--- src/rtl/far_pkg.sv ---
// far_pkg: shared types and constants for the fraction arithmetic reducer.
// Used by far_div, far_seq and fraction_arith_reduce.
package far_pkg;

    localparam int unsigned OP_W      = 3;
    localparam int unsigned OPD_W     = 16;
    localparam int unsigned WORK_W    = 64;
    localparam int unsigned RES_NUM_W = 33;
    localparam int unsigned RES_DEN_W = 32;

    localparam logic [OP_W-1:0] OP_ADD = 3'd0;
    localparam logic [OP_W-1:0] OP_SUB = 3'd1;
    localparam logic [OP_W-1:0] OP_MUL = 3'd2;
    localparam logic [OP_W-1:0] OP_DIV = 3'd3;
    localparam logic [OP_W-1:0] OP_RED = 3'd4;

    typedef struct packed {
        logic [OP_W-1:0]         op;
        logic signed [OPD_W-1:0] first_num;
        logic signed [OPD_W-1:0] first_den;
        logic signed [OPD_W-1:0] second_num;
        logic signed [OPD_W-1:0] second_den;
    } t_in;

    typedef struct packed {
        logic signed [RES_NUM_W-1:0] res_num;
        logic signed [RES_DEN_W-1:0] res_den;
        logic                        gcd_zero;
    } t_out;

    typedef enum logic [3:0] {
        S_IDLE, S_MUL0, S_MUL1, S_MUL2, S_FORM, S_GCD_GO, S_GCD_WAIT,
        S_DN_GO, S_DN_WAIT, S_DM_GO, S_DM_WAIT, S_DONE
    } t_state;

    // divider request / reply between sequencer and shared divider
    typedef struct packed {
        logic                     go;
        logic signed [WORK_W-1:0] dvd;
        logic signed [WORK_W-1:0] dvs;
    } t_div_req;

    typedef struct packed {
        logic                     done;
        logic signed [WORK_W-1:0] quo;
        logic signed [WORK_W-1:0] rem;
    } t_div_rsp;

endpackage

--- src/rtl/far_div.sv ---
// far_div: iterative signed 64-bit truncating divider, one quotient bit a cycle.
// Depends on far_pkg.
module far_div (
    input  logic              i_clk,
    input  logic              i_rst_n,
    input  far_pkg::t_div_req i_req,
    output far_pkg::t_div_rsp o_rsp
);
    import far_pkg::*;

    logic [WORK_W-1:0]           r_q, n_q;
    logic [WORK_W-1:0]           r_r, n_r;
    logic [WORK_W-1:0]           r_d, n_d;
    logic [$clog2(WORK_W+1)-1:0] r_cnt, n_cnt;
    logic                        r_busy, n_busy, r_done, n_done;
    logic                        r_qneg, n_qneg, r_rneg, n_rneg;
    logic [WORK_W:0]             w_trial;
    logic [WORK_W-1:0]           w_shr;

    // restoring shift-subtract on magnitudes; signs applied at the end
    always_comb begin
        n_q = r_q; n_r = r_r; n_d = r_d; n_cnt = r_cnt;
        n_busy = r_busy; n_done = 1'b0; n_qneg = r_qneg; n_rneg = r_rneg;
        w_shr   = {r_r[WORK_W-2:0], r_q[WORK_W-1]};
        w_trial = {1'b0, w_shr} - {1'b0, r_d};
        if (i_req.go) begin
            n_q    = i_req.dvd[WORK_W-1] ? WORK_W'(-i_req.dvd) : i_req.dvd;
            n_d    = i_req.dvs[WORK_W-1] ? WORK_W'(-i_req.dvs) : i_req.dvs;
            n_r    = '0;
            n_cnt  = '0;
            n_busy = 1'b1;
            n_qneg = i_req.dvd[WORK_W-1] ^ i_req.dvs[WORK_W-1];
            n_rneg = i_req.dvd[WORK_W-1];
        end else if (r_busy) begin
            // remainder high bit may be set only for the 2^63 magnitude case
            if (r_r[WORK_W-1] || !w_trial[WORK_W]) begin
                n_r = w_trial[WORK_W-1:0];
                n_q = {r_q[WORK_W-2:0], 1'b1};
            end else begin
                n_r = w_shr;
                n_q = {r_q[WORK_W-2:0], 1'b0};
            end
            n_cnt = r_cnt + 1'b1;
            if (r_cnt == ($clog2(WORK_W+1))'(WORK_W-1)) begin
                n_busy = 1'b0;
                n_done = 1'b1;
            end
        end
    end

    always_ff @(posedge i_clk) begin
        if (!i_rst_n) begin
            r_busy <= 1'b0;
            r_done <= 1'b0;
        end else begin
            r_busy <= n_busy;
            r_done <= n_done;
        end
        r_q <= n_q; r_r <= n_r; r_d <= n_d; r_cnt <= n_cnt;
        r_qneg <= n_qneg; r_rneg <= n_rneg;
    end

    assign o_rsp.done = r_done;
    assign o_rsp.quo  = r_qneg ? -$signed(r_q) : $signed(r_q);
    assign o_rsp.rem  = r_rneg ? -$signed(r_r) : $signed(r_r);
endmodule

--- src/rtl/far_seq.sv ---
// far_seq: sequencer forming cross products, running Euclid and the final
// divisions on the shared divider. Depends on far_pkg.
module far_seq (
    input  logic              i_clk,
    input  logic              i_rst_n,
    input  logic              i_start,
    input  logic [far_pkg::OP_W-1:0]         i_op,
    input  logic signed [far_pkg::OPD_W-1:0] i_a,
    input  logic signed [far_pkg::OPD_W-1:0] i_b,
    input  logic signed [far_pkg::OPD_W-1:0] i_c,
    input  logic signed [far_pkg::OPD_W-1:0] i_d,
    input  far_pkg::t_div_rsp i_rsp,
    output far_pkg::t_div_req o_req,
    output logic              o_busy,
    output logic              o_done,
    output far_pkg::t_out     o_res
);
    import far_pkg::*;

    t_state r_st, n_st;
    logic [OP_W-1:0] r_op;
    logic signed [OPD_W-1:0] r_a, r_b, r_c, r_d;
    logic signed [WORK_W-1:0] r_p0, n_p0, r_p1, n_p1, r_p2, n_p2;
    logic signed [WORK_W-1:0] r_n, n_n, r_m, n_m, r_x, n_x, r_y, n_y;
    logic signed [WORK_W-1:0] r_qn, n_qn;
    logic signed [OPD_W-1:0]   w_ma, w_mb;
    logic signed [2*OPD_W-1:0] w_prod;
    t_out r_res, n_res;

    // single shared multiplier, operands picked by state and op
    always_comb begin
        w_ma = r_a; w_mb = r_d;
        case (r_st)
            S_MUL0: if (r_op == OP_MUL) w_mb = r_c;
            S_MUL1: begin
                // add/sub: c*b, mul: b*d, div: b*c
                w_ma = r_b;
                w_mb = (r_op inside {OP_ADD, OP_SUB, OP_DIV}) ? r_c : r_d;
            end
            S_MUL2: begin
                w_ma = r_b; w_mb = r_d;
            end
            default: ;
        endcase
        w_prod = w_ma * w_mb;
    end

    always_comb begin
        n_st = r_st; n_p0 = r_p0; n_p1 = r_p1; n_p2 = r_p2; n_n = r_n; n_m = r_m;
        n_x = r_x; n_y = r_y; n_qn = r_qn; n_res = r_res;
        o_req = '0;
        o_done = 1'b0;
        case (r_st)
            S_IDLE:   if (i_start) n_st = S_MUL0;
            S_MUL0: begin
                n_p0 = WORK_W'(w_prod);
                n_st = S_MUL1;
            end
            S_MUL1: begin
                n_p1 = WORK_W'(w_prod);
                n_st = (r_op == OP_ADD || r_op == OP_SUB) ? S_MUL2 : S_FORM;
            end
            S_MUL2: begin
                n_p2 = WORK_W'(w_prod);
                n_st = S_FORM;
            end
            S_FORM: begin
                // raw result n/m; b*d comes from the third product for add and subtract
                if (r_op == OP_ADD) begin
                    n_n = r_p0 + r_p1; n_m = r_p2;
                end else if (r_op == OP_SUB) begin
                    n_n = r_p0 - r_p1; n_m = r_p2;
                end else if (r_op == OP_MUL || r_op == OP_DIV) begin
                    n_n = r_p0; n_m = r_p1;
                end else begin
                    n_n = WORK_W'(r_a); n_m = WORK_W'(r_b);
                end
                n_x = n_n; n_y = n_m;
                n_st = S_GCD_GO;
            end
            S_GCD_GO: begin
                if (r_y == '0) begin
                    if (r_x == '0) begin
                        n_res.res_num  = RES_NUM_W'(r_n);
                        n_res.res_den  = RES_DEN_W'(r_m);
                        n_res.gcd_zero = 1'b1;
                        n_st = S_DONE;
                    end else n_st = S_DN_GO;
                end else if (r_y == -64'sd1) begin
                    n_x = r_y; n_y = '0;
                end else begin
                    o_req.go = 1'b1; o_req.dvd = r_x; o_req.dvs = r_y;
                    n_st = S_GCD_WAIT;
                end
            end
            S_GCD_WAIT: if (i_rsp.done) begin
                n_x = r_y; n_y = i_rsp.rem; n_st = S_GCD_GO;
            end
            S_DN_GO: begin
                if (r_x == -64'sd1) begin
                    n_res.res_num  = RES_NUM_W'(-r_n);
                    n_res.res_den  = RES_DEN_W'(-r_m);
                    n_res.gcd_zero = 1'b0;
                    n_st = S_DONE;
                end else begin
                    o_req.go = 1'b1; o_req.dvd = r_n; o_req.dvs = r_x;
                    n_st = S_DN_WAIT;
                end
            end
            S_DN_WAIT: if (i_rsp.done) begin
                n_qn = i_rsp.quo; n_st = S_DM_GO;
            end
            S_DM_GO: begin
                o_req.go = 1'b1; o_req.dvd = r_m; o_req.dvs = r_x;
                n_st = S_DM_WAIT;
            end
            S_DM_WAIT: if (i_rsp.done) begin
                n_res.res_num  = RES_NUM_W'(r_qn);
                n_res.res_den  = RES_DEN_W'(i_rsp.quo);
                n_res.gcd_zero = 1'b0;
                n_st = S_DONE;
            end
            S_DONE: begin
                o_done = 1'b1;
                n_st = S_IDLE;
            end
            default: n_st = S_IDLE;
        endcase
    end

    always_ff @(posedge i_clk) begin
        if (!i_rst_n) r_st <= S_IDLE;
        else          r_st <= n_st;
        if (r_st == S_IDLE && i_start) begin
            r_op <= i_op;
            r_a <= i_a; r_b <= i_b;
            r_c <= i_c; r_d <= i_d;
        end
        r_p0 <= n_p0; r_p1 <= n_p1; r_p2 <= n_p2; r_n <= n_n; r_m <= n_m;
        r_x <= n_x; r_y <= n_y; r_qn <= n_qn; r_res <= n_res;
    end

    assign o_busy = (r_st != S_IDLE);
    assign o_res  = r_res;
endmodule

--- src/rtl/fraction_arith_reduce.sv ---
// fraction_arith_reduce: top level of the fraction arithmetic reducer.
// Depends on far_pkg, far_seq and far_div.
//
// Usage:
//  - Raise start with an input transaction on i_in while busy is low; the
//    transaction is taken at that edge and busy rises the cycle after.
//  - The operation forms exact cross products on one shared multiplier in
//    S_MUL0 and S_MUL1, plus S_MUL2 for the add and subtract denominator.
//  - The fraction is reduced by Euclid on one shared 64-bit divider, one
//    division per remainder step; two more divisions give the result.
//  - When the gcd is -1 or zero, the final divisions are skipped.
//  - The next transaction can be taken the cycle after the result.
//  - The result is shown on o_out for one cycle with o_valid high; the
//    receiver cannot stall, so it must take it then.
//  - When numerator and denominator are both zero, they pass through and
//    gcd_zero is set.
//  - Synchronous active-low reset returns the block to idle.
module fraction_arith_reduce (
    input  logic           i_clk,
    input  logic           i_rst_n,
    input  logic           start,
    output logic           busy,
    input  far_pkg::t_in   i_in,
    output logic           o_valid,
    output far_pkg::t_out  o_out
);
    import far_pkg::*;

    t_div_req w_req;
    t_div_rsp w_rsp;

    // sequencer holds the operands and the reduction loop
    far_seq u_seq (
        .i_clk(i_clk), .i_rst_n(i_rst_n), .i_start(start),
        .i_op(i_in.op),
        .i_a(i_in.first_num), .i_b(i_in.first_den),
        .i_c(i_in.second_num), .i_d(i_in.second_den),
        .i_rsp(w_rsp), .o_req(w_req), .o_busy(busy), .o_done(o_valid), .o_res(o_out)
    );

    // shared divider for remainders and final quotients
    far_div u_div (
        .i_clk(i_clk), .i_rst_n(i_rst_n), .i_req(w_req), .o_rsp(w_rsp)
    );
endmodule
--- config.mk ---
export PLATFORM = sky130hd
export DESIGN_NAME = fraction_arith_reduce
export DESIGN_NICKNAME = d
export VERILOG_FILES = /design/src/rtl/far_pkg.sv /design/src/rtl/far_div.sv /design/src/rtl/far_seq.sv /design/src/rtl/fraction_arith_reduce.sv
export SDC_FILE = /design/constraint.sdc
export NUM_CORES = 2
export LEC_CHECK = 0
export BUFFER_PORTS_ARGS = -buffer_cell sky130_fd_sc_hd__buf_2
export CAP_MARGIN = 20
export CORE_AREA = 2 2 493 348
export CTS_CLUSTER_SIZE = 30
export DETAILED_ROUTE_END_ITERATION = 10
export DIE_AREA = 0 0 495 350
export PLACE_DENSITY = 0.53
export SYNTH_ARGS = -nofsm -noshare
export SYNTH_HDL_FRONTEND = slang
export SYNTH_SLANG_ARGS = --single-unit
--- constraint.sdc ---
create_clock -name i_clk -period 33.5 [get_ports i_clk]
set_input_delay 6.7 -clock i_clk [delete_from_list [all_inputs] [get_ports i_clk]]
set_output_delay 6.7 -clock i_clk [all_outputs]
set_load 0.02 [all_outputs]
**Word level (Yosys, flattened, before mapping)**

Index checks and enable logic that the tools add are counted.
W data, S select, Z words.

- Register bits after elaboration: 725
- Bits of input ports: 70
- Output and inout port bits: 68

- Add/sub/neg operators: 10
- $mul: 1
- Equal/unequal tests: 27
- Mux-type cells: 50
- Bitwise logic cells: 3
- Reduce and logical (&&, ||, !) cells: 20

Operators by type and width:

| kind | count |
|---|---|
| $mux W64 | 17 |
| $mux W129 | 3 |
| $pmux W129 S3 | 1 |
| $pmux W64 S3 | 2 |
| $mux W66 | 4 |
| $pmux W66 S3 | 1 |
| $neg A64 Y64 | 3 |
| $eq A64 B1 Y1 const B | 2 |
| $logic_not A64 Y1 | 2 |
| $neg A33 Y33 | 2 |
| $sub A64 B64 Y65 | 1 |
| $mux W63 | 1 |
| $mux W16 | 3 |
| $pmux W4 S11 | 1 |
| $add A32 B32 Y33 | 1 |
| $mux W33 | 1 |
| $sub A32 B32 Y33 | 1 |
| $mul A16 B16 Y32 | 1 |
| $neg A32 Y32 | 1 |
| $pmux W16 S2 | 1 |
| $mux W4 | 7 |
| $eq A4 B3 Y1 const B | 4 |
| $eq A4 B4 Y1 const B | 4 |
| $ne A2 B1 Y1 const B | 7 |
| other kinds (26) | 40 |

**Depth between registers and ports, before layout**

- Depth in word-level cells: 7
- Depth in mapped cells: 36

**Modules after synthesis**

From an unflattened synthesis, not the netlist that was laid out.

- Cell total of the unflattened synthesis: 5509
- Area total of the unflattened synthesis: 51903.5 µm²

By module, submodules not included:

| module | times used | cells an instance | area an instance (µm²) | seq. area each (µm²) |
|---|---|---|---|---|
| far_seq | 1 | 3427 | 34639.5 | 13743.2 |
| far_div | 1 | 2082 | 17264.1 | 5365.1 |

**Least setup slack after synthesis**

Ideal clock, no wire load.

- Path type: reg2reg
- Start: register u_seq.r_st[1]
- End: register u_seq.r_p0[30], data pin
- Library setup time: 0.246 ns
- Data arrival time: 10.349 ns
- Required time: 33.254 ns
- Setup slack: 22.904 ns
- Cell stages (with the launch flop): 34
- Path buffers: 3
- Clock period less this slack: 10.596 ns
- Cells stage by stage: dfxtp_1 > clkbuf_1 > nand2b_1 > nor3_1 > mux2i_1 > nor2_1 > clkbuf_1 > nor2b_1 > a31oi_1 > clkbuf_1 > nor2_1 > fa_1 > inv_1 > fa_1 > fa_1 > inv_1 > fa_1 > fa_1 > inv_1 > fa_1 > inv_1 > ha_1 > a21o_1 > a21oi_1 > o22ai_1 > a211oi_1 > o311ai_0 > a31o_2 > a21oi_1 > nor2b_1 > o211a_1 > o21a_1 > o21a_1 > o311ai_0

- Cells in the longest elaborated chain, start to end: 4
- Elaborated cells on any way between the ends: 7

RTL lines:

| item | line | RTL |
|---|---|---|
| start, declared | far_seq.sv:20 | `t_state r_st, n_st;` |
| start signal, assigned | far_seq.sv:133 | `else r_st <= n_st;` |
| $eq A4 B2 Y1 | far_seq.sv:33 | `case (r_st)` |
| $reduce_or A2 Y1 (no source line) | -- |  |
| $mux W16 | far_seq.sv:33 |  |
| $mul A16 B16 Y32 * | far_seq.sv:45 | `w_prod = w_ma * w_mb;` |
| via u_seq.w_prod[30] | far_seq.sv:27 | `logic signed [2*OPD_W-1:0] w_prod;` |
| end signal, assigned | far_seq.sv:139 | `r_p0 <= n_p0; r_p1 <= n_p1; r_p2 <= n_p2; r_n <= n_n; r_m <= n_m;` |
| end, declared | far_seq.sv:23 | `logic signed [WORK_W-1:0] r_p0, n_p0, r_p1, n_p1, r_p2, n_p2;` |

Mark *: on every way through the listed nets, which the timed path passes. The rest lies on a longest branch.
A chain may end at the register's enable or synchronous reset.

**Worst setup path after layout**

- Start: register u_seq.r_st[0]
- End: register u_seq.r_p1[30], data pin

- Cells in the longest elaborated chain, start to end: 4
- Elaborated cells on any way between the ends: 7

RTL lines:

| item | line |
|---|---|
| $eq A4 B2 Y1 | far_seq.sv:33 |
| $reduce_or A2 Y1 (no source line) | -- |
| $mux W16 | far_seq.sv:33 |
| $mul A16 B16 Y32 * | far_seq.sv:45 |
| via u_seq.w_prod[30] | far_seq.sv:27 |
| end signal, assigned | far_seq.sv:139 |
| end, declared | far_seq.sv:23 |

Marked as above.

==> summary.txt <==
Run status
  • Outcome: finished clean

Routing
  • Via density: 5.476
  • Detailed-route wire length per cell: 23.34 um
  • Wire length reported by the detailed router: 179200 um
  • Number of vias in the routed layout: 42050
  • Detailed router's first-iteration violation count: 5424
  • Post-detailed-route DRC marker count: 0
  • Number of nets still failing antenna checks after routing: 0
  • Pre-Repair DR Iteration Count: 11

Yosys
  • Most repeated cell in the gate-level netlist after synthesis: edfxtp_1
  • Number of enable-type register cells in the synthesized netlist: 585
  • Post-synthesis cell type with the largest combined area: edfxtp_1
  • Most used flip-flop cell after synthesis: edfxtp_1
  • Sequential element share of the synthesized area: 37.99%
  • Avg Inst Size Synth: 9.422 um2
  • Leading post-synthesis cells by instance count: edfxtp_1 (585), nand2_1 (525), inv_1 (510)
  • Number of nets in the synthesized netlist: 5891
  • Async set-reset flop share out of synthesis: 0%
  • Instance count of the mapped netlist: 5339
  • Post-synthesis instance area: a little over 50000 um2
  • Number of distinct standard cells referenced by the synthesized netlist: 91
  • Area share of the largest cell type after synthesis: 34.92%
  • Register bit count reported by yosys: about 660
  • Yosys synthesis warning count: 0
  • Biggest area contributors in the synthesized netlist: edfxtp_1 (35%), fa_1 (11%), ha_1 (5.4%)

Setup path
  • Most common cell on crit path: fa_1
  • Endpoint of the lowest-slack register-to-register path: u_seq.r_p1[30]
  • Required time of the critical path: roughly 34000 ps
  • Register-to-Register Setup Slack: about 23000 ps
  • Startpoint kind of the worst setup timing path: register
  • Delay-heaviest family, CP: compound AO/OA/AOI/OAI gates
  • Count of buffer and inverter cells on the critical path: 4
  • Critical Path Fanout Max: 41
  • Maximum cell stage delay along the critical path: 830 ps
  • Slowest library cell on the worst path: dfxtp_1
  • Endpoint class of the critical path: register
  • Worst flop-to-flop path startpoint: u_seq.r_st[0]
  • Worst Reg-to-Reg Cells: 30
  • Data arrival, critical path: 11140 ps
  • Type of the setup path with the least slack: register to register

GRT
  • First-pass GRT wire length: about 270000 um
  • Via count of the first global-routing pass: 39360
  • Remaining global-route overflow: 0
  • Largest net degree at the start of global routing: 92
  • Total global-route track usage: 20.41%
  • Antenna violations before repair: 3

Timing
  • Max Clock Skew: roughly 39 ps
  • Final hold violation count: 0
  • Final number of setup-violating endpoints: 0
  • Count of pins over their slew limit: 0
  • Tightest slew margin relative to the limit: 15.04%
  • Highest achievable clock rate: approximately 93 MHz
  • Period minus WS final: roughly 11000 ps
  • Post-Route Setup TNS: 0 ps
  • Fin crit share: 32.09%
  • Setup repair after global routing missed its margin: false
  • Worst slew pin tran: 1274 ps

Finish
  • Layout cell share with drive strength beyond 1: roughly 8%
  • Signed area change from the synthesized netlist to the final layout: 11.89%
  • Fin nets: 5922
  • # fillers: 17280

CTS
  • Clock buffers created by TritonCTS: 81
  • Clock tree from TritonCTS: yes
  • Worst-Skew Late Latency: slightly above 700 ps
  • Clock tree root buffer cell: clkbuf_16
  • Post-CTS setup buffers: 0
  • Max Root-Sink Buffers: 3
  • H-tree lvl count: 3
  • Post-cts repair resize count: 0
  • Register clock-pin slew on the reported worst setup and hold paths: 70 ps
  • Clk sinks: 662
  • Number of hold-repair buffers added at the cts stage: 0

Placement
  • Final estimated routing congestion in global placement: 0.9362
  • Port Buffers: 137
  • HPWL after detailed placement: 140200 um

Min path
  • Origin of the worst min-delay path: u_div.r_q[55]
  • Worst min-delay path category: register to register
  • Worst Hold Path Cells: 2
  • Hold endpoint: u_div.r_q[56]

Die
  • Standard-cell rows: 126
  • Vertical die dimension: 350 um
  • Die outline area: 173300 um2
  • Top Ports: 138
  • Die outline width: 495 um
  • Core region area: between 150000 and 200000 um2
  • Initial core utilization: 29.93%

Flow run
  • Max-cap violations: 0
==> placed cells by master, fill, tap and decap left out, types with 31 or more instances in the layout <==
cell / n
buf_2: 137
nor2_1: 455
nand2_1: 523
inv_1: 509
nor3_1: 95
a22oi_1: 70
a21o_1: 62
o21a_1: 64
xnor2_1: 156
xor2_1: 161
nand4_1: 70
or3_1: 59
dfxtp_1: 76
edfxtp_1: 585
fa_1: 265
a31oi_1: 46
o31ai_1: 61
clkbuf_16: 81
nor2b_1: 42
a21oi_1: 370
mux2i_1: 62
nand3_1: 79
o211ai_1: 41
nor4_1: 55
a222oi_1: 31
ha_1: 217
o21ai_0: 361
nand2b_1: 60
buf_4: 80
==> cells by family (layout without fill, tap and decap cells) <==
group	count (synthesis)	in the layout	synth area share (%)
simple gates	1597	1597	14.86
compound gates	1419	1419	18.18
buf+inv	782	877	5.880
flops	662	662	37.99
fa+ha+maj	482	482	15.94
xor+xnor	317	317	5.519
mux	80	80	1.629
other cells	0	4	0
==> cell type report <==
class / count / area [um2] / share of cell area (%)
clock inverters: 51 / 639.4 / 1.136
clock buffers: 96 / 2113 / 3.755
diodes: 4 / 10.01 / 0.01778
multi-input cells: 3895 / 28390 / 50.44
flip-flops and latches: 662 / 19110 / 33.95
well taps: 2240 / 2803 / 4.980
inverters: 512 / 1923 / 3.417
repair buffers: 218 / 1297 / 2.305
==> routing by layer <==
| layer | vias up | wire length (um) | global-route usage, % |
|---|---|---|---|
| li1 | 19190 | - | - |
| met1 | 20780 | 92950 | 34.08 |
| met2 | 1873 | 64540 | 25.58 |
| met3 | 205 | 17660 | 4.258 |
| met4 | 0 | 4092 | 4.542 |
| met5 | - | 0 | 0 |
==> through the flow <==
stage	hold WS [ps]	instance area [um2]	utilization [%]	instances	setup slack (ps)
finish	522.9	56280	33.49	7678	22750
floorplan	483.6	50300	-	5339	22900
global placement	505.4	53510	31.84	7526	23140
CTS	526.2	56260	33.48	7673	22760
global route	550.4	56270	33.49	7674	21890
detailed placement	503.7	53510	31.84	7526	22830
==> sequential cells by signal, summed over array words and instances, names as in the netlist, 33 cells and up <==
| register | cells |
|---|---|
| u_div.r_q | 64 |
| u_seq.r_y | 64 |
| u_seq.o_res | 66 |
| u_seq.r_qn | 33 |
| u_div.r_r | 64 |
| u_seq.r_n | 33 |
| u_seq.r_x | 64 |
| u_div.r_d | 64 |
==> worst max-delay path by stage <==
stage	start	cells past startpoint	endpoint
5_1_grt	u_seq.r_st[0]	30	u_seq.r_p2[30]
2_1_floorplan	u_seq.r_st[1]	33	u_seq.r_p0[30]
4_1_cts	u_seq.r_st[0]	30	u_seq.r_p1[30]
3_5_place_dp	u_seq.r_st[0]	30	u_seq.r_p0[30]
6_report	u_seq.r_st[0]	30	u_seq.r_p1[30]
3_3_place_gp	u_seq.r_st[0]	30	u_seq.r_p0[30]
==> worst register-to-register path: cells and delay by family, from the launching register on <==
family                     cells  cell delay [ps]
DFF                            1              830
buffers and inverters          4              650
and+or+nand+nor                6             1660
muxes                          1              240
AOI/OAI and AO/OA             12             3600
adders and majority gates      7             3440
Power is left out: the tool's default activity adds up to more than one toggle a clock period on the data nets, which glitch-free logic cannot reach.
